$ cat config.mk
export PLATFORM = sky130hd
export DESIGN_NAME = sha1_digest_core
export DESIGN_NICKNAME = d
export VERILOG_FILES = /design/src/rtl/sha1_pkg.sv /design/src/rtl/sha1_ram.sv /design/src/rtl/sha1_digest_core.sv
export SDC_FILE = /design/constraint.sdc
export NUM_CORES = 2
export LEC_CHECK = 0
export ABC_AREA = 1
export BUFFER_PORTS_ARGS = -buffer_cell sky130_fd_sc_hd__buf_4
export CORE_ASPECT_RATIO = 1.5
export CORE_UTILIZATION = 35
export CTS_BUF_LIST = sky130_fd_sc_hd__clkbuf_4 sky130_fd_sc_hd__clkbuf_8 sky130_fd_sc_hd__clkbuf_16
export DETAILED_ROUTE_END_ITERATION = 8
export HOLD_SLACK_MARGIN = 0.08
export PLACE_DENSITY_LB_ADDON = 0.1
export REMOVE_ABC_BUFFERS = 1
export SYNTH_ARGS = -nofsm -noshare
export SYNTH_HDL_FRONTEND = slang
export SYNTH_SLANG_ARGS = --single-unit
$ cat constraint.sdc
create_clock -name aclk -period 39.4 [get_ports aclk]
set_input_delay 9.85 -clock aclk [delete_from_list [all_inputs] [get_ports aclk]]
set_output_delay 9.85 -clock aclk [all_outputs]
set_load 0.02 [all_outputs]
$ cat src/rtl/sha1_pkg.sv
// Shared types and constants for the SHA-1 digest core.
`default_nettype none

package sha1_pkg;

    typedef struct packed {
        logic [31:0] msg_word;
        logic [2:0]  valid_bytes;
        logic        last;
    } sha1_in_t;

    typedef struct packed {
        logic [31:0] digest_0;
        logic [31:0] digest_1;
        logic [31:0] digest_2;
        logic [31:0] digest_3;
        logic [31:0] digest_4;
    } sha1_out_t;

    localparam int unsigned WIN_DEPTH = 16;
    localparam int unsigned WIN_AW    = 4;
    localparam int unsigned ROUND_CYC = 160;

    localparam logic [31:0] IV_0 = 32'h6745_2301;
    localparam logic [31:0] IV_1 = 32'hEFCD_AB89;
    localparam logic [31:0] IV_2 = 32'h98BA_DCFE;
    localparam logic [31:0] IV_3 = 32'h1032_5476;
    localparam logic [31:0] IV_4 = 32'hC3D2_E1F0;

    localparam logic [31:0] K_0 = 32'h5A82_7999;
    localparam logic [31:0] K_1 = 32'h6ED9_EBA1;
    localparam logic [31:0] K_2 = 32'h8F1B_BCDC;
    localparam logic [31:0] K_3 = 32'hCA62_C1D6;

    localparam logic [31:0] PAD_MARK = 32'h8000_0000;

endpackage

`default_nettype wire

$ cat src/rtl/sha1_ram.sv
// Generic RAM: one write port, two registered read ports.
`default_nettype none

module sha1_ram #(
    parameter int unsigned WIDTH = 32,
    parameter int unsigned DEPTH = 16
) (
    input  wire logic                     clk,
    input  wire logic                     we,
    input  wire logic [$clog2(DEPTH)-1:0] waddr,
    input  wire logic [WIDTH-1:0]         wdata,
    input  wire logic [$clog2(DEPTH)-1:0] raddr0,
    input  wire logic [$clog2(DEPTH)-1:0] raddr1,
    output logic      [WIDTH-1:0]         rdata0,
    output logic      [WIDTH-1:0]         rdata1
);

    logic [WIDTH-1:0] mem [DEPTH];

    always_ff @(posedge clk) begin
        if (we) begin
            mem[waddr] <= wdata;
        end
        rdata0 <= mem[raddr0];
        rdata1 <= mem[raddr1];
    end

endmodule

`default_nettype wire

$ cat src/rtl/sha1_digest_core.sv
// SHA-1 digest core: streaming input, built-in padding, schedule window in RAM.
//
//  channel | direction | payload    | handshake
//  s_      | in        | sha1_in_t  | s_valid / s_ready
//  m_      | out       | sha1_out_t | m_valid / m_ready
//
// Words are taken while idle; every 16th word starts a block of rounds plus a finish
// step, and no further word is taken until that block is done.
// Rounds complete on even cycles only, because each needs four window words through
// the two read ports of the schedule RAM. Padding words go in at one per cycle.
// Reset is synchronous (aresetn low); the window RAM needs no clearing pass.
// A finished digest waits in the output register; the next message streams in
// meanwhile, and only its own finish cycle waits for the previous digest to leave.
`default_nettype none

module sha1_digest_core
    import sha1_pkg::*;
(
    input  wire logic      aclk,
    input  wire logic      aresetn,
    input  wire logic      s_valid,
    output logic           s_ready,
    input  wire sha1_in_t  s_data,
    output logic           m_valid,
    input  wire logic      m_ready,
    output sha1_out_t      m_data
);

    typedef enum logic [1:0] {
        ST_IDLE,
        ST_PAD,
        ST_COMP,
        ST_FIN
    } state_t;

    state_t          state_reg;
    logic [WIN_AW-1:0] pos_reg;
    logic [63:0]     cnt_reg;
    logic [31:0]     chain_reg [5];
    logic [31:0]     a_reg, b_reg, c_reg, d_reg, e_reg;
    logic [7:0]      cyc_reg;
    logic [31:0]     ws_reg;
    logic [31:0]     wx_reg;
    logic            pad_reg;
    logic            mark_reg;
    logic            hi_done_reg;
    logic            final_reg;
    logic            m_valid_reg;
    sha1_out_t       out_reg;

    // RAM ports
    logic              ram_we;
    logic [WIN_AW-1:0] ram_waddr;
    logic [31:0]       ram_wdata;
    logic [WIN_AW-1:0] ram_raddr0;
    logic [WIN_AW-1:0] ram_raddr1;
    logic [31:0]       ram_rdata0;
    logic [31:0]       ram_rdata1;

    sha1_ram #(
        .WIDTH (32),
        .DEPTH (WIN_DEPTH)
    ) u_window (
        .clk    (aclk),
        .we     (ram_we),
        .waddr  (ram_waddr),
        .wdata  (ram_wdata),
        .raddr0 (ram_raddr0),
        .raddr1 (ram_raddr1),
        .rdata0 (ram_rdata0),
        .rdata1 (ram_rdata1)
    );

    // Input word shaping
    logic        accept;
    logic [2:0]  nbytes;
    logic [31:0] keep_mask;
    logic [31:0] pad_bit;
    logic [31:0] in_word;
    logic [63:0] bit_len;
    logic [31:0] pad_word;

    assign accept  = s_valid && s_ready;
    assign nbytes  = (s_data.last && s_data.valid_bytes <= 3'd4) ? s_data.valid_bytes : 3'd4;
    assign bit_len = {cnt_reg[60:0], 3'b000};

    always_comb begin
        case (nbytes)
            3'd0: begin
                keep_mask = 32'h0000_0000;
                pad_bit   = 32'h8000_0000;
            end
            3'd1: begin
                keep_mask = 32'hFF00_0000;
                pad_bit   = 32'h0080_0000;
            end
            3'd2: begin
                keep_mask = 32'hFFFF_0000;
                pad_bit   = 32'h0000_8000;
            end
            3'd3: begin
                keep_mask = 32'hFFFF_FF00;
                pad_bit   = 32'h0000_0080;
            end
            default: begin
                keep_mask = 32'hFFFF_FFFF;
                pad_bit   = 32'h0000_0000;
            end
        endcase
        in_word = (s_data.msg_word & keep_mask) | pad_bit;
    end

    always_comb begin
        if (mark_reg) begin
            pad_word = PAD_MARK;
        end else if (hi_done_reg) begin
            pad_word = bit_len[31:0];
        end else if (pos_reg == 4'd14) begin
            pad_word = bit_len[63:32];
        end else begin
            pad_word = 32'h0;
        end
    end

    // Round datapath: rounds complete on even cycles
    logic [6:0]        rc;
    logic [WIN_AW-1:0] sc;
    logic [WIN_AW-1:0] si;
    logic              round_go;
    logic [31:0]       w_mix;
    logic [31:0]       w_new;
    logic [31:0]       wt;
    logic [31:0]       f_val;
    logic [31:0]       k_val;
    logic [31:0]       tmp;

    assign rc       = cyc_reg[7:1] - 7'd1;
    assign sc       = rc[3:0];
    assign si       = cyc_reg[4:1];
    assign round_go = (state_reg == ST_COMP) && !cyc_reg[0] && (cyc_reg != 8'd0);
    assign w_mix    = wx_reg ^ ram_rdata0 ^ ram_rdata1;
    assign w_new    = {w_mix[30:0], w_mix[31]};
    assign wt       = (rc < 7'd16) ? ws_reg : w_new;

    always_comb begin
        if (rc < 7'd20) begin
            f_val = (b_reg & c_reg) | (~b_reg & d_reg);
            k_val = K_0;
        end else if (rc < 7'd40) begin
            f_val = b_reg ^ c_reg ^ d_reg;
            k_val = K_1;
        end else if (rc < 7'd60) begin
            f_val = (b_reg & c_reg) | (b_reg & d_reg) | (c_reg & d_reg);
            k_val = K_2;
        end else begin
            f_val = b_reg ^ c_reg ^ d_reg;
            k_val = K_3;
        end
        tmp = {a_reg[26:0], a_reg[31:27]} + f_val + e_reg + wt + k_val;
    end

    // Window RAM access
    always_comb begin
        ram_we    = 1'b0;
        ram_waddr = pos_reg;
        ram_wdata = in_word;
        unique case (state_reg)
            ST_IDLE: begin
                ram_we = accept;
            end
            ST_PAD: begin
                ram_we    = 1'b1;
                ram_wdata = pad_word;
            end
            ST_COMP: begin
                ram_we    = round_go && (rc >= 7'd16);
                ram_waddr = sc;
                ram_wdata = w_new;
            end
            ST_FIN: begin
                ram_we = 1'b0;
            end
            default: begin
                ram_we = 1'b0;
            end
        endcase
        // even cycle: w[s], w[s+2]; odd cycle: w[s+13], w[s+8]
        ram_raddr0 = cyc_reg[0] ? si + 4'd13 : si;
        ram_raddr1 = cyc_reg[0] ? si + 4'd8  : si + 4'd2;
    end

    logic [31:0] sum [5];

    assign sum[0] = chain_reg[0] + a_reg;
    assign sum[1] = chain_reg[1] + b_reg;
    assign sum[2] = chain_reg[2] + c_reg;
    assign sum[3] = chain_reg[3] + d_reg;
    assign sum[4] = chain_reg[4] + e_reg;

    always_ff @(posedge aclk) begin
        if (!aresetn) begin
            state_reg    <= ST_IDLE;
            pos_reg      <= '0;
            cnt_reg      <= '0;
            chain_reg[0] <= IV_0;
            chain_reg[1] <= IV_1;
            chain_reg[2] <= IV_2;
            chain_reg[3] <= IV_3;
            chain_reg[4] <= IV_4;
            cyc_reg      <= '0;
            pad_reg      <= 1'b0;
            mark_reg     <= 1'b0;
            hi_done_reg  <= 1'b0;
            final_reg    <= 1'b0;
            m_valid_reg  <= 1'b0;
        end else begin
            // drop the word once taken, unless a new digest replaces it this cycle
            if (m_valid_reg && m_ready && !(state_reg == ST_FIN && final_reg)) begin
                m_valid_reg <= 1'b0;
            end
            unique case (state_reg)
                ST_IDLE: begin
                    if (accept) begin
                        cnt_reg <= cnt_reg + {61'b0, nbytes};
                        pos_reg <= pos_reg + 4'd1;
                        if (s_data.last) begin
                            pad_reg     <= 1'b1;
                            mark_reg    <= (nbytes == 3'd4);
                            hi_done_reg <= 1'b0;
                        end
                        if (pos_reg == 4'd15) begin
                            state_reg <= ST_COMP;
                        end else if (s_data.last) begin
                            state_reg <= ST_PAD;
                        end
                    end
                end
                ST_PAD: begin
                    mark_reg <= 1'b0;
                    pos_reg  <= pos_reg + 4'd1;
                    if (hi_done_reg) begin
                        final_reg <= 1'b1;
                    end else if (!mark_reg && pos_reg == 4'd14) begin
                        hi_done_reg <= 1'b1;
                    end
                    if (pos_reg == 4'd15) begin
                        state_reg <= ST_COMP;
                    end
                end
                ST_COMP: begin
                    cyc_reg <= cyc_reg + 8'd1;
                    if (cyc_reg[0]) begin
                        ws_reg <= ram_rdata0;
                        wx_reg <= ram_rdata0 ^ ram_rdata1;
                    end
                    if (round_go) begin
                        a_reg <= tmp;
                        b_reg <= a_reg;
                        c_reg <= {b_reg[1:0], b_reg[31:2]};
                        d_reg <= c_reg;
                        e_reg <= d_reg;
                    end
                    if (cyc_reg == 8'(ROUND_CYC)) begin
                        state_reg <= ST_FIN;
                    end
                end
                ST_FIN: begin
                    cyc_reg <= '0;
                    if (!final_reg) begin
                        for (int i = 0; i < 5; i++) begin
                            chain_reg[i] <= sum[i];
                        end
                        state_reg <= pad_reg ? ST_PAD : ST_IDLE;
                    end else if (!m_valid_reg || m_ready) begin
                        // hand off the digest and start a fresh message
                        out_reg.digest_0 <= sum[0];
                        out_reg.digest_1 <= sum[1];
                        out_reg.digest_2 <= sum[2];
                        out_reg.digest_3 <= sum[3];
                        out_reg.digest_4 <= sum[4];
                        m_valid_reg      <= 1'b1;
                        chain_reg[0]     <= IV_0;
                        chain_reg[1]     <= IV_1;
                        chain_reg[2]     <= IV_2;
                        chain_reg[3]     <= IV_3;
                        chain_reg[4]     <= IV_4;
                        cnt_reg          <= '0;
                        pad_reg          <= 1'b0;
                        mark_reg         <= 1'b0;
                        hi_done_reg      <= 1'b0;
                        final_reg        <= 1'b0;
                        state_reg        <= ST_IDLE;
                    end
                end
                default: begin
                    state_reg <= ST_IDLE;
                end
            endcase
            // load working variables as a block starts
            if (state_reg != ST_COMP && state_reg != ST_FIN && ram_we && pos_reg == 4'd15) begin
                a_reg <= chain_reg[0];
                b_reg <= chain_reg[1];
                c_reg <= chain_reg[2];
                d_reg <= chain_reg[3];
                e_reg <= chain_reg[4];
            end
        end
    end

    assign s_ready = (state_reg == ST_IDLE);
    assign m_valid = m_valid_reg;
    assign m_data  = out_reg;

`ifndef ASSERT_OFF
    a_start_aligned: assert property (@(posedge aclk) disable iff (!aresetn)
        (state_reg == ST_COMP && cyc_reg == 8'd0) |-> pos_reg == 4'd0)
        else $error("block started with window not full");

    a_sched_write: assert property (@(posedge aclk) disable iff (!aresetn)
        (state_reg == ST_COMP && ram_we) |-> (rc >= 7'd16 && !cyc_reg[0]))
        else $error("schedule written outside an expansion round");

    a_fin_after_rounds: assert property (@(posedge aclk) disable iff (!aresetn)
        (state_reg == ST_FIN && $past(state_reg) == ST_COMP)
            |-> $past(cyc_reg) == 8'(ROUND_CYC))
        else $error("finish reached before all rounds ran");

    a_digest_source: assert property (@(posedge aclk) disable iff (!aresetn)
        $rose(m_valid_reg) |-> ($past(state_reg) == ST_FIN && $past(final_reg)))
        else $error("digest presented outside the final finish cycle");

    a_length_slot: assert property (@(posedge aclk) disable iff (!aresetn)
        (state_reg == ST_PAD && hi_done_reg && !mark_reg) |-> pos_reg == 4'd15)
        else $error("low length word misplaced");
`endif

endmodule

`default_nettype wire

==> results.sh <==
export IMPL_post_cts_resized=0
export IMPL_cts_tree="yes"
export IMPL_synth_area_leaders="edfxtp_1 (47%), nand2_1 (8.4%), o21ai_0 (4.9%), inv_1 (4.6%), nor2_1 (4.3%)"
export IMPL_crit_chain="buf_4 -> nor2_1 -> a21oi_1 -> inv_1 -> nand2_2 -> nand4_4 -> inv_8 -> nor2_1 -> nor2_4 -> buf_12"
export IMPL_synth_async_sr_flop_share=0
export IMPL_status="finished clean"
export IMPL_drc_errors=0
export IMPL_place_congestion=0.952
export IMPL_ys_types=65
export IMPL_synth_top_cell_area_share=0.472
export IMPL_insertion_delay_ps=810
export IMPL_cp_common_cell="nor2_1"
export IMPL_final_cell_mix="nand2_1 (1509), edfxtp_1 (1056), inv_1 (819)"
export IMPL_met2RoutedLength_mm=133
export IMPL_holdBufCountCts=0
export IMPL_drtAntennaViolNets=0
export IMPL_cts_buffers=143
export IMPL_vias_per_cell=5.35
export IMPL_synth_cells=7297
export IMPL_min_period_ps=13850
export IMPL_rsz0062_at_grt="no"
export IMPL_maxSlewHeadroom=0.183
export IMPL_drtIter0Drc=3978
export IMPL_initial_core_util=0.353
export IMPL_slew_violations=0
export IMPL_synth_warnings=0
export IMPL_critical_path_class="in -> reg"
export IMPL_clk_path_buf_depth=4
export IMPL_cp_top_family="buffers and inverters"
export IMPL_slowest_stage="inv_8"
export IMPL_placed_area_mm2=0.0714
export IMPL_setup_tns_ps=0
export IMPL_core_area_mm2=0.191
export IMPL_period_share=0.352
export IMPL_vias=53500
export IMPL_grt_use_total=0.259
export IMPL_area_growth_pct=13.4
export IMPL_largest_reg_flops=512
export IMPL_start_kind="input port"
export IMPL_crit_buf_inv=4
export IMPL_critPathMaxStageDelay_ps=930
export IMPL_critPathRequiredTime_ps=39810
export IMPL_fin_skew_ps=41.5
export IMPL_grt_overflow_total=0
export IMPL_grt_max_degree=210
export IMPL_synth_ff_type="edfxtp_1"
export IMPL_switching_share=0.461
export IMPL_synth_seq_cells=1200
export IMPL_pre_cts_slack_ps=24840
export IMPL_drt_met1_wl_mm=94.8
export IMPL_arrival_ps=14260
export IMPL_setup_ws_ps=25550
export IMPL_p_sw_uw=3170
export IMPL_internal_power_uw=3700
export IMPL_final_common_cell="nand2_1"
export IMPL_die_height_um=539
export IMPL_drt_total_wl_mm=256
export IMPL_netlist_top_cell_by_area="edfxtp_1"
export IMPL_clk_pin_slew_worst_paths_ps=60
export IMPL_setup_violations=0
export IMPL_ctsHtreeMaxLevel=4
export IMPL_io_buffers=201
export IMPL_avgSynthCellArea_um2=9.21
export IMPL_wl_per_cell_um=25.6
export IMPL_route_met3_wl_mm=10.8
export IMPL_cts_sinks=1200
export IMPL_grt_pass1_vias=54100
export IMPL_dp_hpwl_mm=182
export IMPL_grt_antenna_before_repair=2
export IMPL_rows=196
export IMPL_share_comb_of_total_power=0.533
export IMPL_worst_hold_slack_ps=448
export IMPL_ioPinCount=202
export IMPL_max_freq_mhz=72.2
export IMPL_final_hold_viol_count=0
export IMPL_power_frac_seq=0.265
export IMPL_top_layer="met4"
export IMPL_grt_first_pass_wirelength_mm=366
export IMPL_postCtsSetupRepairBufs=0
export IMPL_irDropWorstVdd_mv=0.0690
export IMPL_postLayoutCellArea_mm2=0.0762
export IMPL_die_w_um=360
export IMPL_path_max_fanout=151
export IMPL_die_area_mm2=0.194
export IMPL_clkPwrFrac=0.202
export IMPL_ys_seq_area_frac=0.515
export IMPL_tightestPinTransition_ps=1220
export IMPL_p_leak_uw=0.0294
export IMPL_crit_path_end_kind="flip-flop"
export IMPL_powerDensity_mw_per_mm2=90.2
export IMPL_synth_area_mm2=0.0672
export IMPL_synth_edf_count=1056
export IMPL_max_cap_viol_count=0
export IMPL_drt_pass1_iter_count=8
export IMPL_p_total_uw=6870
export IMPL_nets=7793
export IMPL_hold_path_class="reg -> reg"
export IMPL_drive_gt1_frac=0.0869
export IMPL_cts_root_buf="clkbuf_16"
==> Yosys cell counts (7+ instances only) <==
master / n
a22o_1: 7
buf_2: 63
nand4_1: 56
buf_1: 20
ha_1: 210
xnor2_1: 102
inv_1: 822
o32ai_1: 16
a21oi_1: 311
nand3_1: 268
a21o_1: 45
clkbuf_1: 206
buf_6: 7
a21boi_0: 10
mux2_2: 32
o21bai_1: 62
a211oi_1: 79
fa_1: 126
o22ai_1: 44
buf_4: 12
a31oi_1: 119
xor2_1: 130
o21ai_0: 656
nor4_1: 24
inv_2: 8
nand3b_1: 13
or2_2: 36
nor2_1: 774
nor3_1: 64
edfxtp_1: 1056
dfxtp_1: 144
and2_1: 9
nand2_2: 7
o21a_1: 13
o21ai_1: 7
nand2_1: 1510
a221oi_1: 41
o211ai_1: 135
==> area by class of cell <==
| cell class | count | area (µm²) |
|---|---|---|
| Fill cell | 18900 | 114000 |
| Sequential cell | 1200 | 34600 |
| Multi-Input combinational cell | 4954 | 28400 |
| Clock buffer | 189 | 4060 |
| Inverter | 833 | 3140 |
| Tap cell | 2475 | 3100 |
| Timing Repair Buffer | 285 | 2200 |
| Clock inverter | 61 | 732 |
| Antenna cell | 2 | 5.00 |
==> final timing paths <==
check | from | end | slack, ps | cells after the start
worst max-delay path | s_valid | b_reg[2]$_DFFE_PP_ | 25550 | 10
worst min-delay path | u_window.rdata0[15]$_DFF_P_ | ws_reg[15]$_DFFE_PP_ | 450 | 0
worst max register to register | cyc_reg[1]$_SDFFE_PN0P_ | a_reg[25]$_DFFE_PP_ | 30420 | 25
worst min register to register | u_window.rdata0[15]$_DFF_P_ | ws_reg[15]$_DFFE_PP_ | 450 | 0
==> power by group through the flow <==
stage / Clock (µW) / Combinational [µW] / Sequential [µW]
2_1_floorplan: 0 / 2370 / 1840
3_3_place_gp: 0 / 3640 / 1850
3_5_place_dp: 0 / 3650 / 1850
4_1_cts: 1420 / 3670 / 1820
5_1_grt: 1460 / 4020 / 1840
6_report: 1390 / 3660 / 1820
==> cells by family (layout without fill, tap and decap cells) <==
logic type / after synthesis / after routing / synth area share
AND/OR/NAND/NOR: 2784 / 2784 / 0.169
multiplexers: 32 / 32 / 0.00536
AO/OA/AOI/OAI: 1570 / 1570 / 0.138
flip-flops: 1200 / 1200 / 0.515
adder cells (fa/ha/maj): 336 / 336 / 0.0766
other: 0 / 2 / 0
XOR/XNOR: 232 / 232 / 0.0302
buffers and inverters: 1143 / 1368 / 0.0665
==> metal layers <==
metal  up-vias  track usage
met1     26200        0.283
li1      25200            -
met3       526       0.0266
met4         0        0.156
met5         -            0
met2      1596        0.480
==> worst reg2reg max path: stages, from the launching register on <==
cell,delay [ps]
dfxtp_4,980
clkinv_2,1070
ha_1,680
nand3_1,120
nand2_1,70
nand2_2,190
nand3_4,280
o21ai_0,940
fa_1,610
fa_1,580
fa_1,410
inv_1,60
ha_1,180
inv_1,60
fa_1,500
o21ai_0,200
buf_4,180
nand2_1,60
nand2_1,80
a21oi_1,100
o21ai_0,510
nand4_1,440
nand3_1,200
nand2_1,60
nand3_1,90
nand2_1,70
==> stage by stage <==
step	instances	utilization
floorplan	6987	-
global placement	9747	0.375
detailed placement	9747	0.375
CTS	9997	0.400
global route	9998	0.400
finish	9999	0.400
(Power assumes the default switching activity.)
